## src/sv/tae_pkg.sv

```systemverilog
// ----------------------------------------------------------------------------
// tae_pkg
// Shared types and encoding constants for the thumb to arm expander.
// ----------------------------------------------------------------------------
package tae_pkg;

    // expanded word and its undefined flag
    typedef struct packed {
        logic [31:0] arm_word;
        logic        is_undefined;
    } result_t;

    // fixed words and conditions
    localparam logic [31:0] UNDEF_WORD = 32'hE7FF_FFFF;
    localparam logic [3:0]  COND_AL    = 4'hE;
    localparam logic [3:0]  COND_NV    = 4'hF;

    // thumb format groups, top nibble of the halfword
    localparam logic [3:0] FMT_SHIFT_LO  = 4'h0;
    localparam logic [3:0] FMT_SHIFT_HI  = 4'h1;
    localparam logic [3:0] FMT_IMM_LO    = 4'h2;
    localparam logic [3:0] FMT_IMM_HI    = 4'h3;
    localparam logic [3:0] FMT_ALU_HI    = 4'h4;
    localparam logic [3:0] FMT_LS_REG    = 4'h5;
    localparam logic [3:0] FMT_LS_IMM_W  = 4'h6;
    localparam logic [3:0] FMT_LS_IMM_B  = 4'h7;
    localparam logic [3:0] FMT_LS_HALF   = 4'h8;
    localparam logic [3:0] FMT_LS_SP     = 4'h9;
    localparam logic [3:0] FMT_ADDR      = 4'hA;
    localparam logic [3:0] FMT_MISC      = 4'hB;
    localparam logic [3:0] FMT_LDM_STM   = 4'hC;
    localparam logic [3:0] FMT_BCOND     = 4'hD;

    // sub-codes
    localparam logic [1:0] SHIFT_OP_ADDSUB = 2'd3;
    localparam logic [1:0] SEL_ALU         = 2'd0;
    localparam logic [1:0] SEL_HIREG       = 2'd1;
    localparam logic [1:0] HI_ADD          = 2'd0;
    localparam logic [1:0] HI_CMP          = 2'd1;
    localparam logic [1:0] HI_MOV          = 2'd2;
    localparam logic [3:0] ALU_LSL         = 4'd2;
    localparam logic [3:0] ALU_LSR         = 4'd3;
    localparam logic [3:0] ALU_ASR         = 4'd4;
    localparam logic [3:0] ALU_ROR         = 4'd7;
    localparam logic [3:0] ALU_NEG         = 4'd9;
    localparam logic [3:0] ALU_MUL         = 4'd13;
    localparam logic [7:0] HB_SP_ADJ       = 8'b1011_0000;
    localparam logic [7:0] HB_EXTEND       = 8'b1011_0010;
    localparam logic [7:0] HB_REVERSE      = 8'b1011_1010;
    localparam logic [1:0] MISC_PUSH_POP   = 2'b10;
    localparam logic [4:0] TOP5_BRANCH     = 5'b11100;
    localparam logic [3:0] MUL_MARK        = 4'b1001;

endpackage

```

## src/sv/tae_decode.sv

```systemverilog
// ----------------------------------------------------------------------------
// tae_decode
// Combinational expansion of one thumb halfword into its arm word.
// ----------------------------------------------------------------------------
module tae_decode (
    input  logic [15:0]      thumb_halfword,
    output tae_pkg::result_t result
);

    logic [15:0] t;
    logic [2:0]  rd;
    logic [2:0]  rs;
    logic [2:0]  r8;
    logic [7:0]  imm8;
    logic [4:0]  off5;
    logic [27:0] w;
    logic [3:0]  cond;
    logic        undef;
    logic [3:0]  hd;
    logic [3:0]  hm;
    logic [27:0] hi_base;
    logic [1:0]  ty;
    logic        hs;
    logic        hh;
    logic        ll;
    logic [15:0] rlist;

    assign t    = thumb_halfword;
    assign rd   = t[2:0];
    assign rs   = t[5:3];
    assign r8   = t[10:8];
    assign imm8 = t[7:0];
    assign off5 = t[10:6];
    assign hd   = {t[7], rd};
    assign hm   = {t[6], rs};
    assign hi_base = {8'd0, hd, hd, 8'd0, hm};
    assign hs   = t[10];
    assign hh   = t[11];
    assign ll   = t[11];
    assign rlist = {t[8] & ll, t[8] & ~ll, 6'd0, imm8};

    // shift type for the register-shift alu ops
    always_comb
    begin
        case (t[9:6])
            tae_pkg::ALU_LSL: ty = 2'd0;
            tae_pkg::ALU_LSR: ty = 2'd1;
            tae_pkg::ALU_ASR: ty = 2'd2;
            default:          ty = 2'd3;
        endcase
    end

    // format decode
    always_comb
    begin
        w     = 28'd0;
        cond  = tae_pkg::COND_AL;
        undef = 1'b0;
        case (t[15:12])
            tae_pkg::FMT_SHIFT_LO, tae_pkg::FMT_SHIFT_HI:
            begin
                if (t[12:11] != tae_pkg::SHIFT_OP_ADDSUB)
                begin
                    w = {3'b000, 4'hD, 1'b1, 4'hF, 1'b0, rd, off5, t[12:11], 2'b00, rs};
                end
                else
                begin
                    w = {2'b00, t[10], (t[9] ? 4'd2 : 4'd4), 1'b1, 1'b0, rs, 1'b0, rd,
                         9'd0, t[8:6]};
                end
            end
            tae_pkg::FMT_IMM_LO, tae_pkg::FMT_IMM_HI:
            begin
                case (t[12:11])
                    2'd0:    w[24:21] = 4'hD;
                    2'd1:    w[24:21] = 4'hA;
                    2'd2:    w[24:21] = 4'h4;
                    default: w[24:21] = 4'h2;
                endcase
                w[25]    = 1'b1;
                w[20]    = 1'b1;
                w[19:16] = {1'b0, r8};
                w[15:12] = {1'b0, r8};
                w[7:0]   = imm8;
            end
            tae_pkg::FMT_ALU_HI:
            begin
                if (t[11:10] == tae_pkg::SEL_ALU)
                begin
                    if (t[9:6] inside {tae_pkg::ALU_LSL, tae_pkg::ALU_LSR,
                                       tae_pkg::ALU_ASR, tae_pkg::ALU_ROR})
                    begin
                        w = {3'b000, 4'hD, 1'b1, 1'b0, rd, 1'b0, rd, 1'b0, rs, 1'b0, ty,
                             1'b1, 1'b0, rd};
                    end
                    else if (t[9:6] == tae_pkg::ALU_NEG)
                    begin
                        w = {2'b00, 1'b1, 4'd3, 1'b1, 1'b0, rs, 1'b0, rd, 12'd0};
                    end
                    else if (t[9:6] == tae_pkg::ALU_MUL)
                    begin
                        w = {7'd0, 1'b1, 1'b0, rd, 4'd0, 1'b0, rd, tae_pkg::MUL_MARK,
                             1'b0, rs};
                    end
                    else
                    begin
                        w = {3'b000, t[9:6], 1'b1, 1'b0, rd, 1'b0, rd, 9'd0, rs};
                    end
                end
                else if (t[11:10] == tae_pkg::SEL_HIREG)
                begin
                    case (t[9:8])
                        tae_pkg::HI_ADD: w = hi_base | (28'h4 << 21);
                        tae_pkg::HI_CMP: w = hi_base | (28'hA << 21) | (28'd1 << 20);
                        tae_pkg::HI_MOV: w = hi_base | (28'hD << 21);
                        default:
                        begin
                            w = hi_base | (28'h12 << 20) | ({27'd0, t[7]} << 5) |
                                (28'd1 << 4);
                        end
                    endcase
                end
                else
                begin
                    w = {1'b0, 1'b1, 1'b0, 1'b1, 1'b1, 2'b00, 1'b1, 4'hF, 1'b0, r8,
                         2'b00, imm8, 2'b00};
                end
            end
            tae_pkg::FMT_LS_REG:
            begin
                if (!t[9])
                begin
                    w = {1'b0, 4'b1111, t[10], 1'b0, t[11], 1'b0, rs, 1'b0, rd, 9'd0,
                         t[8:6]};
                end
                else
                begin
                    w = {3'b000, 2'b11, 2'b00, hs | hh, 1'b0, rs, 1'b0, rd, 4'hF, 1'b1, hs,
                         (~hs) | hh, 1'b1, 1'b0, t[8:6]};
                end
            end
            tae_pkg::FMT_LS_IMM_W, tae_pkg::FMT_LS_IMM_B:
            begin
                w = {1'b0, 1'b1, 1'b0, 2'b11, t[12], 1'b0, t[11], 1'b0, rs, 1'b0, rd, 5'd0,
                     (t[12] ? {2'b00, off5} : {off5, 2'b00})};
            end
            tae_pkg::FMT_LS_HALF:
            begin
                w = {3'b000, 3'b111, 1'b0, t[11], 1'b0, rs, 1'b0, rd, 2'b00, off5[4:3],
                     4'b1011, off5[2:0], 1'b0};
            end
            tae_pkg::FMT_LS_SP:
            begin
                w = {1'b0, 1'b1, 1'b0, 2'b11, 2'b00, t[11], 4'd13, 1'b0, r8, 2'b00, imm8,
                     2'b00};
            end
            tae_pkg::FMT_ADDR:
            begin
                w = {2'b00, 1'b1, 4'd4, 1'b0, (t[11] ? 4'd13 : 4'd15), 1'b0, r8, 2'b00,
                     imm8, 2'b00};
            end
            tae_pkg::FMT_MISC:
            begin
                if (t[15:8] == tae_pkg::HB_SP_ADJ)
                begin
                    w = {2'b00, 1'b1, (t[7] ? 4'd2 : 4'd4), 1'b0, 4'd13, 4'd13, 3'd0,
                         t[6:0], 2'b00};
                end
                else if (t[10:9] == tae_pkg::MISC_PUSH_POP)
                begin
                    w = {3'b100, ~ll, ll, 1'b0, 1'b1, ll, 4'd13, rlist};
                end
                else if (t[15:8] == tae_pkg::HB_EXTEND)
                begin
                    w = {1'b0, 4'hD, t[7], 1'b1, ~t[6], 4'hF, 1'b0, rd, 4'd0, 4'd7, 1'b0,
                         rs};
                end
                else if (t[15:8] == tae_pkg::HB_REVERSE)
                begin
                    w = {1'b0, 4'hD, t[7], 1'b1, 1'b1, 4'hF, 1'b0, rd, 4'd0, t[6], 3'd3,
                         1'b0, rs};
                end
                else
                begin
                    undef = 1'b1;
                end
            end
            tae_pkg::FMT_LDM_STM:
            begin
                w = {3'b100, 1'b0, 1'b1, 1'b0, 1'b1, t[11], 1'b0, r8, 8'd0, imm8};
            end
            tae_pkg::FMT_BCOND:
            begin
                if (t[11:8] != tae_pkg::COND_NV)
                begin
                    cond = t[11:8];
                    w    = {3'b101, 1'b0, {16{imm8[7]}}, imm8};
                end
                else
                begin
                    w = {4'hF, 16'd0, imm8};
                end
            end
            default:
            begin
                // unconditional branch and the two long branch halves
                if (t[15:11] == tae_pkg::TOP5_BRANCH)
                begin
                    w = {3'b101, 1'b0, {13{t[10]}}, t[10:0]};
                end
                else if (t[11])
                begin
                    w = {3'b101, 1'b1, 1'b0, 1'b1, 11'd0, t[10:0]};
                    if (!t[12])
                    begin
                        cond = tae_pkg::COND_NV;
                    end
                end
                else
                begin
                    w = {3'b101, 1'b1, 2'b00, t[10:0], 11'd0};
                end
            end
        endcase
    end

    // final word
    assign result.arm_word     = undef ? tae_pkg::UNDEF_WORD : {cond, w};
    assign result.is_undefined = undef;

endmodule

```

## src/sv/thumb_to_arm_instruction_expander.sv

```systemverilog
// ----------------------------------------------------------------------------
// thumb_to_arm_instruction_expander
// Expands 16-bit thumb instructions into 32-bit arm instruction words.
// ----------------------------------------------------------------------------
// an accepted word passes the input reg, then the result reg, which drives result valid
// throughput: one word per cycle while out_ready holds, set by the single-pass decode between regs
// the input register refills in the cycle its word moves on to the result reg
// reset: rst_n async active low empties both stages, payload regs not reset
module thumb_to_arm_instruction_expander (
    input  logic        clk,
    input  logic        rst_n,
    input  logic        in_valid,
    output logic        in_ready,
    input  logic [15:0] thumb_halfword,
    output logic        out_valid,
    input  logic        out_ready,
    output logic [31:0] arm_word,
    output logic        is_undefined
);

    logic             s1_valid_reg;
    logic             s1_valid_next;
    logic [15:0]      s1_hw_reg;
    logic             s2_valid_reg;
    logic             s2_valid_next;
    tae_pkg::result_t s2_result_reg;
    tae_pkg::result_t dec_result;
    logic             s2_load;
    logic             s1_load;

    // stage advance control
    assign s2_load  = s1_valid_reg && (!s2_valid_reg || out_ready);
    assign in_ready = !s1_valid_reg || s2_load;
    assign s1_load  = in_valid && in_ready;

    assign s1_valid_next = s1_load || (s1_valid_reg && !s2_load);
    assign s2_valid_next = s2_load || (s2_valid_reg && !out_ready);

    // valid flags
    always_ff @(posedge clk or negedge rst_n)
    begin
        if (!rst_n)
        begin
            s1_valid_reg <= 1'b0;
            s2_valid_reg <= 1'b0;
        end
        else
        begin
            s1_valid_reg <= s1_valid_next;
            s2_valid_reg <= s2_valid_next;
        end
    end

    // input word register
    always_ff @(posedge clk)
    begin
        if (s1_load)
        begin
            s1_hw_reg <= thumb_halfword;
        end
    end

    // expansion logic
    tae_decode u_decode (
        .thumb_halfword (s1_hw_reg),
        .result         (dec_result)
    );

    // result register
    always_ff @(posedge clk)
    begin
        if (s2_load)
        begin
            s2_result_reg <= dec_result;
        end
    end

    assign out_valid    = s2_valid_reg;
    assign arm_word     = s2_result_reg.arm_word;
    assign is_undefined = s2_result_reg.is_undefined;

    // checks
    a_s1_hold: assert property (@(posedge clk) disable iff (!rst_n)
        s1_valid_reg && !s2_load |=> s1_valid_reg && $stable(s1_hw_reg))
        else $error("input stage lost or changed a stalled word");

    a_accept_lands: assert property (@(posedge clk) disable iff (!rst_n)
        in_valid && in_ready |=> s1_valid_reg)
        else $error("accepted word did not reach the input stage");

    a_empty_ready: assert property (@(posedge clk) disable iff (!rst_n)
        !s1_valid_reg |-> in_ready)
        else $error("empty input stage not ready");

    a_undef_word: assert property (@(posedge clk) disable iff (!rst_n)
        out_valid && is_undefined |-> arm_word == tae_pkg::UNDEF_WORD)
        else $error("undefined flag without the undefined word");

endmodule
```

## config.mk

```make
export PLATFORM = sky130hd
export DESIGN_NAME = thumb_to_arm_instruction_expander
export DESIGN_NICKNAME = d
export VERILOG_FILES = /design/src/sv/tae_pkg.sv /design/src/sv/tae_decode.sv /design/src/sv/thumb_to_arm_instruction_expander.sv
export SDC_FILE = /design/constraint.sdc
export NUM_CORES = 1
export LEC_CHECK = 0
export BUFFER_PORTS_ARGS = -buffer_cell sky130_fd_sc_hd__buf_4
export CAP_MARGIN = 25
export CORE_ASPECT_RATIO = 1.25
export CORE_MARGIN = 4
export CORE_UTILIZATION = 52
export DETAILED_ROUTE_END_ITERATION = 8
export HOLD_SLACK_MARGIN = 0.03
export PLACE_DENSITY = 0.77
export SKIP_LAST_GASP = 1
export SLEW_MARGIN = 20
export SYNTH_ARGS = -nofsm -noshare
export SYNTH_HDL_FRONTEND = slang
export SYNTH_SLANG_ARGS = --single-unit
```

## constraint.sdc

```tcl
create_clock -name clk -period 2.1 [get_ports clk]
set_input_delay 0.21 -clock clk [delete_from_list [all_inputs] [get_ports clk]]
set_output_delay 0.21 -clock clk [all_outputs]
set_load 0.005 [all_outputs]
```

==> impl_metrics.py, run 1 <==
metrics = {
    "yosys": {
        "synth_top_area_frac": 0.398,
        "yosysUniqueCellTypes": 74,
        "synthSimpleGateAreaFrac": 0.253,
        "synth_xor_area_frac": 0.00948,
        "synth_edf_count": 49,
        "synth_seq_cells": 51,
        "synth-adder-area-share": 0.00271,
        "synth_mux_area_frac": 0.00846,
        "netlist_area_um2": 3700,
        "syn_nets": 433,
        "syn_avg_cell_area_um2": 8.95,
        "synth_common_cells": "edfxtp_1, nand2_1, a21oi_1, o21ai_0, nor2_1",
        "yosysWarnings": 0,
        "postSynthCellCount": 413,
        "ys_async_sr_fraction": 0.0392,
        "netlist_top_cells_area": "edfxtp_1, nand2_1, a21oi_1",
        "yosysMostFrequentCell": "edfxtp_1",
        "synth_top_family_by_area": "compound AO/OA/AOI/OAI gates",
        "seq_area_frac_synth": 0.412,
        "synth-compound-area-share": 0.258,
        "synth_flop_cell": "edfxtp_1",
        "yosys.area.top_type": "edfxtp_1",
    },
    "placed_design": {
        "placed_cell_area_um2": 4600,
        "routabilityCongestion": 1.10,
        "dpl_worst_slack_ns": -0.0296,
        "dp_hpwl_um": 10100,
        "place_inst": 591,
        "port-buffer-count": 54,
    },
    "pwr": {
        "seqPwrFrac": 0.472,
        "ir_drop_mv": 0.340,
        "power_switching_share": 0.313,
        "fin_total_pwr_mw": 2.72,
        "cellLeakagePower_nw": 1.91,
        "p_switching_mw": 0.853,
        "p_per_area_nw_per_um2": 555,
        "p_int_mw": 1.87,
        "p_comb_frac": 0.304,
        "clockPowerShare": 0.224,
    },
    "critical_path": {
        "max_stage_delay_ns": 0.54,
        "critPathLaunch": "s1_hw_reg[11]",
        "cp-end-kind": "flip-flop",
        "cp_max_fo": 7,
        "slowest_stage": "edfxtp_1",
        "crit_required_ns": 2.16,
        "endpoint": "arm_word[18]",
        "crit_cells": 6,
        "crit_type": "flip-flop to flip-flop",
        "r2r_start": "s1_hw_reg[11]",
        "r2r_end": "arm_word[18]",
        "reg2reg_depth": 6,
        "critical_path.top_delay_family": "compound AO/OA/AOI/OAI gates",
        "path_cells": "buf_4 -> nor2b_1 -> o21ai_0 -> a222oi_1 -> and3b_1 -> nand3_1",
        "critical_path_buf_inv_count": 1,
        "arrival_ns": 2.27,
        "r2r_setup_slack_ns": -0.11,
        "critPathLaunchType": "flip-flop",
    },
    "status": {
        "violations": "negative setup slack",
        "status": "finished, violations left",
    },
    "sta": {
        "whs_ns": 0.0716,
        "relSlewSlack": 0.624,
        "hold_viol_final": 0,
        "finalSetupViolations": 1,
        "worst_slack_ns": -0.114,
        "rsz0062_at_grt": "yes",
        "tightest_slew_ns": 0.562,
        "tns_ns": -0.114,
        "period_share": 1.05,
        "fin_skew_ns": 0.00586,
        "drv_slew": 0,
        "fmax_mhz": 452,
        "finalCriticalPeriod_ns": 2.21,
    },
    "clock_tree": {
        "path_clk_slew_ns": 0.10,
        "root_buffer": "clkbuf_8",
        "numCtsBuffers": 5,
        "clockBufferDepth": 2,
        "clock-sinks": 51,
        "cts_tree": "done",
        "insertion_delay_ns": 0.30,
        "cts_htree_levels": 2,
    },
    "floorplanning": {
        "die_area_um2": 8530,
        "num_rows": 34,
        "io_pins": 55,
        "core_um2": 6930,
        "start_util": 0.533,
        "die_w_um": 83.4,
        "dieHeight_um": 102,
    },
    "detailed_routing": {
        "dr.pass1.iters": 9,
        "detail-route-antenna-nets": 0,
        "drt-total-wl_um": 14000,
        "drtIter0Drc": 785,
        "vias": 4183,
        "route.detailed.drc": 0,
        "drt-vias-per-instance": 6.89,
        "routedWlPerCell_um": 23.0,
    },
    "grt": {
        "antenna_found_initial": 0,
        "track_usage": 0.315,
        "overflow": 0,
        "grt_start_max_net_pins": 34,
        "grt_pass1_wl_um": 20900,
        "first_global_vias": 3899,
    },
    "layout": {
        "final_area_um2": 4900,
        "final_nets": 536,
        "fin_util": 0.707,
        "stdcell_count": 607,
        "fill_cells": 547,
        "antennaDiodeCount": 0,
        "area_delta_synth_final_pct": 32.6,
        "final_layout_size_suffix_gt1_frac": 0.335,
        "largest_reg_flops": 32,
    },
    "worst_hold_path": {
        "hold_class": "input port to flip-flop",
    },
    "run": {
        "maxCapViolCount": 0,
    },
}
[power groups by stage]
stage | Clock, mW | Combinational [mW] | Sequential (mW)
5_1_grt | 0.655 | 0.880 | 1.29
3_5_place_dp | 0 | 0.752 | 1.30
2_1_floorplan | 0 | 0.395 | 1.29
3_3_place_gp | 0 | 0.745 | 1.30
6_report | 0.611 | 0.826 | 1.28
4_1_cts | 0.619 | 0.757 | 1.28
[cell type report]
class                           count  area, um2  area share
Multi-Input combinational cell    316       2080       0.425
Sequential cell                    51       1520       0.310
Timing Repair Buffer              135       1060       0.215
Tap cell                           90        113      0.0230
Clock buffer                        6       82.6      0.0168
Inverter                            7       30.0     0.00613
Clock inverter                      2       16.3     0.00332
[kinds of logic after synthesis]
family                   Yosys count
buffers and inverters             46
multiplexers                       3
adder cells (fa/ha/maj)            1
XOR/XNOR                           4
flip-flops                        51
AO/OA/AOI/OAI                    137
AND/OR/NAND/NOR                  171
[metal layers]
layer  GRT usage  wire length (um)
met5           0                 0
met4       0.199              1120
met3      0.0685              1640
met2       0.517              6420
met1       0.380              4780
[layout by cell type (no fill, tap or decap), types with 4 or more instances in the layout]
master,instances
a21oi_1,25
a221o_1,4
a221oi_1,4
a22oi_1,9
a31oi_1,8
a32oi_1,4
and2_1,7
buf_4,129
clkbuf_8,6
edfxtp_1,49
inv_1,6
nand2_1,41
nand2b_1,20
nand3_1,17
nand4_1,11
nor2_1,22
nor2b_1,11
nor3_1,9
o211ai_1,9
o21a_1,4
o21ai_0,24
o221ai_1,5
o22ai_1,5
or2_2,4
[worst min path at each step]
stage	startpoint	endpoint	slack, ns	depth (start not counted)
after floorplan	rst_n	out_valid	-0.09	0
after global placement	rst_n	out_valid	-0.008	1
after detailed placement	rst_n	out_valid	-0.005	1
after CTS	thumb_halfword[5]	s1_hw_reg[5]	0.07	1
after global routing	thumb_halfword[2]	s1_hw_reg[2]	0.06	1
final	thumb_halfword[5]	s1_hw_reg[5]	0.07	1
[worst reg2reg max path: stages, from the launching register on]
cell and delay, ns:
edfxtp_1 0.54, buf_4 0.20, nor2b_1 0.28, o21ai_0 0.21, a222oi_1 0.43, and3b_1 0.23
nand3_1 0.08
[repair_timing]
action	in CTS	in global routing
setup endpoints to repair	9	24
setup buffers	0	7
pin swaps	0	1
hold buffers	1	0
endpoints found under the hold margin	2	0
gates resized for setup	3	25
(Power assumes the default switching activity.)
==> run 2: changes to the inputs <==
- MAX_ROUTING_LAYER: default -> met4
==> run 2 against run 1 <==
  * The flow still finishes with violations (negative setup slack)
  * Via count up 1.6%
  * Worst setup slack better by 0.086 ns
  * Power up 1.5%
  * Critical path type unchanged
==> impl_metrics.py, run 2 (same netlist as run 1, synthesis figures left out) <==
metrics = {
    "layout": {
        "final_cell_mix": "buf_4, edfxtp_1, nand2_1, a21oi_1, o21ai_0",
        "final_area_um2": 5000,
        "final_common_cell": "buf_4",
        "final_nets": 548,
        "antennaDiodeCount": 0,
        "area_delta_synth_final_pct": 35.2,
        "fill_cells": 537,
        "largest_reg_flops": 32,
        "final_layout_size_suffix_gt1_frac": 0.348,
    },
    "clock_tree": {
        "path_clk_slew_ns": 0.10,
        "cts_htree_levels": 2,
        "root_buffer": "clkbuf_8",
        "cts_tree": "done",
        "numCtsBuffers": 5,
        "clockBufferDepth": 2,
        "clock-sinks": 51,
        "insertion_delay_ns": 0.31,
    },
    "floorplanning": {
        "die_w_um": 83.4,
        "core_um2": 6930,
        "die_area_um2": 8530,
        "io_pins": 55,
        "start_util": 0.533,
        "num_rows": 34,
        "dieHeight_um": 102,
    },
    "critical_path": {
        "slowest_stage": "edfxtp_1",
        "max_stage_delay_ns": 0.49,
        "crit_type": "flip-flop to flip-flop",
        "crit_required_ns": 2.17,
        "cpMostUsedCell": "a221o_1",
        "cp-end-kind": "flip-flop",
        "path_cells": "buf_4 -> or2_4 -> o211a_4 -> buf_6 -> a221o_1 -> a221o_1",
        "critPathLaunchType": "flip-flop",
        "cp_max_fo": 4,
        "arrival_ns": 2.19,
    },
    "sta": {
        "period_share": 1.01,
        "drv_slew": 0,
        "finalCriticalPeriod_ns": 2.13,
        "rsz0062_at_grt": "yes",
        "tightest_slew_ns": 0.545,
        "tns_ns": -0.0789,
        "fin_skew_ns": 0.00401,
        "relSlewSlack": 0.635,
        "finalSetupViolations": 5,
        "worst_slack_ns": -0.0273,
        "hold_viol_final": 0,
        "whs_ns": 0.0683,
        "fmax_mhz": 470,
    },
    "grt": {
        "overflow": 0,
        "grt_start_max_net_pins": 34,
        "first_global_vias": 3889,
        "track_usage": 0.343,
        "antenna_found_initial": 0,
        "grt_pass1_wl_um": 21800,
    },
    "pwr": {
        "p_per_area_nw_per_um2": 553,
        "fin_total_pwr_mw": 2.76,
        "ir_drop_mv": 0.384,
        "cellLeakagePower_nw": 1.97,
    },
    "detailed_routing": {
        "vias": 4248,
        "drt-total-wl_um": 14600,
        "drtIter0Drc": 715,
        "dr.pass1.iters": 7,
        "routedWlPerCell_um": 23.5,
        "route.detailed.drc": 0,
        "detail-route-antenna-nets": 0,
        "drt-vias-per-instance": 6.86,
    },
    "placed_design": {
        "dpl_worst_slack_ns": -0.148,
        "routabilityCongestion": 1.10,
        "dp_hpwl_um": 10600,
        "port-buffer-count": 54,
        "placed_cell_area_um2": 4660,
    },
    "worst_hold_path": {
        "hold_class": "input port to flip-flop",
    },
    "status": {
        "status": "finished, violations left",
        "violations": "negative setup slack",
    },
    "run": {
        "maxCapViolCount": 0,
    },
}
run 2: worst max-delay path, delay by kind of cell, from the launching register on:
kind            cells  cell delay [ns]
flops               1             0.49
compound gates      3             0.79
simple gates        1             0.27
buf+inv             2             0.33
run 2: timing repair:
item | in CTS | in global routing
setup buffers | 1 | 11
cloned | 0 | 1
hold endpoints to repair | 2 | 0
hold buffers | 1 | 0
pin swaps | 0 | 4
gates resized for setup | 6 | 24
endpoints found under the setup margin | 13 | 19
run 2: path summary, 6_finish.rpt:
kind	end	startpoint	depth (start not counted)	slack (ns)
worst min register to register	out_valid	s1_valid_reg	1	0.55
worst max register to register	arm_word[1]	s1_hw_reg[10]	6	-0.03
max in group asynchronous	s1_valid_reg	rst_n	2	1.81
worst min-delay path	s1_hw_reg[1]	thumb_halfword[1]	1	0.07
min in group asynchronous	out_valid	rst_n	2	0.21
worst max-delay path	arm_word[1]	s1_hw_reg[10]	6	-0.03
run 2: cell type report:
cell class                 count  area (um2)  share of cell area
multi-input combinational    316        2070               0.413
sequential                    51        1520               0.305
timing repair buffer         147        1170               0.234
tap                           90         113              0.0225
clock buffer                   5        68.8              0.0138
inverter                       7        30.0             0.00601
clock inverter                 3        26.3             0.00526
run 2: stage by stage:
| stage | instances | utilization |
|---|---|---|
| 3_5_place_dp | 597 | 0.672 |
| 3_3_place_gp | 597 | 0.672 |
| 2_1_floorplan | 413 | - |
| 5_1_grt | 619 | 0.720 |
| 4_1_cts | 607 | 0.692 |
| 6_report | 619 | 0.720 |
run 2: per-layer routing:
layer | vias up | wire, um | part of all wire | global-route usage
li1 | 1821 | - | - | -
met1 | 1912 | 5130 | 0.35 | 0.411
met2 | 414 | 6700 | 0.46 | 0.560
met3 | 101 | 1710 | 0.12 | 0.0605
met4 | 0 | 1040 | 0.071 | 0.172
met5 | - | 0 | 0 | -
run 2: power by group:
group | total, mW | internal, mW | leakage [nW] | switching (mW)
Combinational | 0.858 | 0.391 | 1.43 | 0.467
Sequential | 1.29 | 1.23 | 0.489 | 0.0579
Clock | 0.615 | 0.246 | 0.0491 | 0.369
Total | 2.76 | 1.87 | 1.97 | 0.894
==> run 3: changes to the inputs <==
- CELL_PAD_IN_SITES_DETAIL_PLACEMENT: default -> 0
- CELL_PAD_IN_SITES_GLOBAL_PLACEMENT: default -> 1
- CORE_UTILIZATION: 52 -> 40
- CTS_CLUSTER_SIZE: default -> 8
- HOLD_SLACK_MARGIN: 0.03 -> 0.06
- PLACE_DENSITY: 0.77 -> default
- PLACE_DENSITY_LB_ADDON: default -> 0.1
==> run 3 against run 2 <==
  * The flow now finishes without violations
  * Global-route usage is 5.3 points lower
  * Core utilization is 13 points lower
  * Die area is 27% higher
  * Sequential power hardly changed
  * Via count is 4.0% lower
  * Clock power is 14% higher
  * Sequential cell count stayed put
  * Sequential share of layout area is 1.2 points lower
  * Critical path type unchanged
  * Largest power group unchanged
==> impl_metrics.py, run 3 (same netlist as run 1, synthesis figures left out) <==
metrics = {
    "layout": {
        "final_nets": 567,
        "final_cell_mix": "buf_4, edfxtp_1, nand2_1, a21oi_1, o21ai_0",
        "register_area_um2": 1520,
        "area_delta_synth_final_pct": 40.7,
        "multiInputGateArea_um2": 2050,
        "stdcell_count": 668,
        "final_layout_size_suffix_gt1_frac": 0.347,
        "largest_reg_flops": 32,
        "antennaDiodeCount": 0,
        "fill_cells": 809,
        "final_common_cell": "buf_4",
    },
    "sta": {
        "relSlewSlack": 0.649,
        "tightest_slew_ns": 0.523,
        "finalCriticalPeriod_ns": 2.09,
        "rsz0062_at_grt": "yes",
        "drv_slew": 0,
        "worst_slack_ns": 0.0121,
        "whs_ns": 0.0677,
        "finalSetupViolations": 0,
        "hold_viol_final": 0,
        "fmax_mhz": 479,
        "period_share": 0.994,
        "fin_skew_ns": 0.0133,
    },
    "detailed_routing": {
        "detail-route-antenna-nets": 0,
        "routedWlPerCell_um": 22.3,
        "vias": 4080,
        "dr.pass1.iters": 6,
        "drt-total-wl_um": 14900,
        "drtIter0Drc": 376,
        "drt-vias-per-instance": 6.11,
        "route.detailed.drc": 0,
    },
    "clock_tree": {
        "clockBufferDepth": 2,
        "clock-sinks": 51,
        "numCtsBuffers": 5,
        "path_clk_slew_ns": 0.10,
        "insertion_delay_ns": 0.33,
        "root_buffer": "clkbuf_8",
        "cts_tree": "done",
        "cts_htree_levels": 2,
    },
    "placed_design": {
        "port-buffer-count": 54,
        "place_inst": 635,
        "routabilityCongestion": 1.07,
        "dp_hpwl_um": 11200,
        "dpl_worst_slack_ns": -0.0837,
    },
    "grt": {
        "track_usage": 0.290,
        "grt_use_met1": 0.355,
        "antenna_found_initial": 0,
        "gr-usage-met2": 0.457,
        "busiest_layer": "met2",
        "grt_start_max_net_pins": 34,
        "first_global_vias": 3917,
        "met3_usage": 0.0487,
        "overflow": 0,
        "grt_pass1_wl_um": 22900,
    },
    "pwr": {
        "p_per_area_nw_per_um2": 548,
        "ir_drop_mv": 0.399,
        "cellLeakagePower_nw": 2.06,
    },
    "critical_path": {
        "r2r_setup_slack_ns": 0.01,
        "cp_max_fo": 9,
        "reg2reg_depth": 6,
        "r2r_start": "s1_hw_reg[15]",
        "crit_type": "flip-flop to flip-flop",
        "critPathLaunchType": "flip-flop",
        "cp-end-kind": "flip-flop",
        "arrival_ns": 2.17,
        "r2r_end": "arm_word[13]",
        "endpoint": "arm_word[13]",
        "critPathLaunch": "s1_hw_reg[15]",
        "crit_required_ns": 2.18,
    },
    "floorplanning": {
        "num_rows": 38,
        "die_w_um": 94.0,
        "die_area_um2": 10900,
        "core_um2": 8840,
        "dieHeight_um": 115,
        "start_util": 0.418,
        "io_pins": 55,
    },
    "status": {
        "status": "finished, final reports clean",
    },
    "worst_hold_path": {
        "hold_class": "input port to flip-flop",
    },
    "run": {
        "maxCapViolCount": 0,
    },
}
-- run 3: critical path, stage by stage (launching register included) --
cell,delay (ns)
edfxtp_1,0.48
buf_4,0.21
and2_1,0.20
xnor2_1,0.34
o21ai_0,0.26
a22oi_1,0.25
nand3_1,0.11
-- run 3: area by class of cell --
class                      count  area share
clock buffer                   6      0.0140
clock inverter                 2     0.00722
inverter                       7     0.00505
multi-input combinational    316       0.395
sequential                    51       0.293
tap                          120      0.0289
timing repair buffer         166       0.258
-- run 3: per-layer routing --
metal | vias to the layer above | part of all wire
met3 | 48 | 0.084
met4 | 0 | 0.058
met2 | 229 | 0.47
met1 | 1935 | 0.39
met5 | - | 0
li1 | 1868 | -
-- run 3: stage by stage --
step,utilization,area [um2],setup TNS (ns),total power [mW]
floorplan,-,3700,0,1.69
global placement,0.538,4760,-1.14,2.10
detailed placement,0.538,4760,-0.670,2.09
CTS,0.569,5030,0,2.81
global route,0.588,5200,-0.113,2.98
finish,0.588,5200,0,2.85
-- run 3: report_power, final --
group          switching (mW)  leakage (nW)  total, mW  internal, mW
sequential             0.0516         0.489       1.28          1.23
combinational           0.464          1.52      0.869         0.406
clock                   0.343        0.0514      0.699         0.356
-- run 3: worst min-delay path by stage --
stage / start / endpoint / slack, ns / cells past startpoint
3_5_place_dp: rst_n / s1_valid_reg / -0.006 / 1
3_3_place_gp: rst_n / out_valid / -0.008 / 1
5_1_grt: thumb_halfword[15] / s1_hw_reg[15] / 0.06 / 1
2_1_floorplan: rst_n / out_valid / -0.09 / 0
6_report: thumb_halfword[15] / s1_hw_reg[15] / 0.07 / 1
4_1_cts: thumb_halfword[8] / s1_hw_reg[8] / 0.06 / 1
-- run 3: timing repair --
action,in CTS,in global routing
setup endpoints to repair,18,20
setup buffers,3,7
hold buffers,12,3
gates resized for setup,5,25
gates cloned,0,0
endpoints found under the hold margin,13,3
pin swaps,1,2
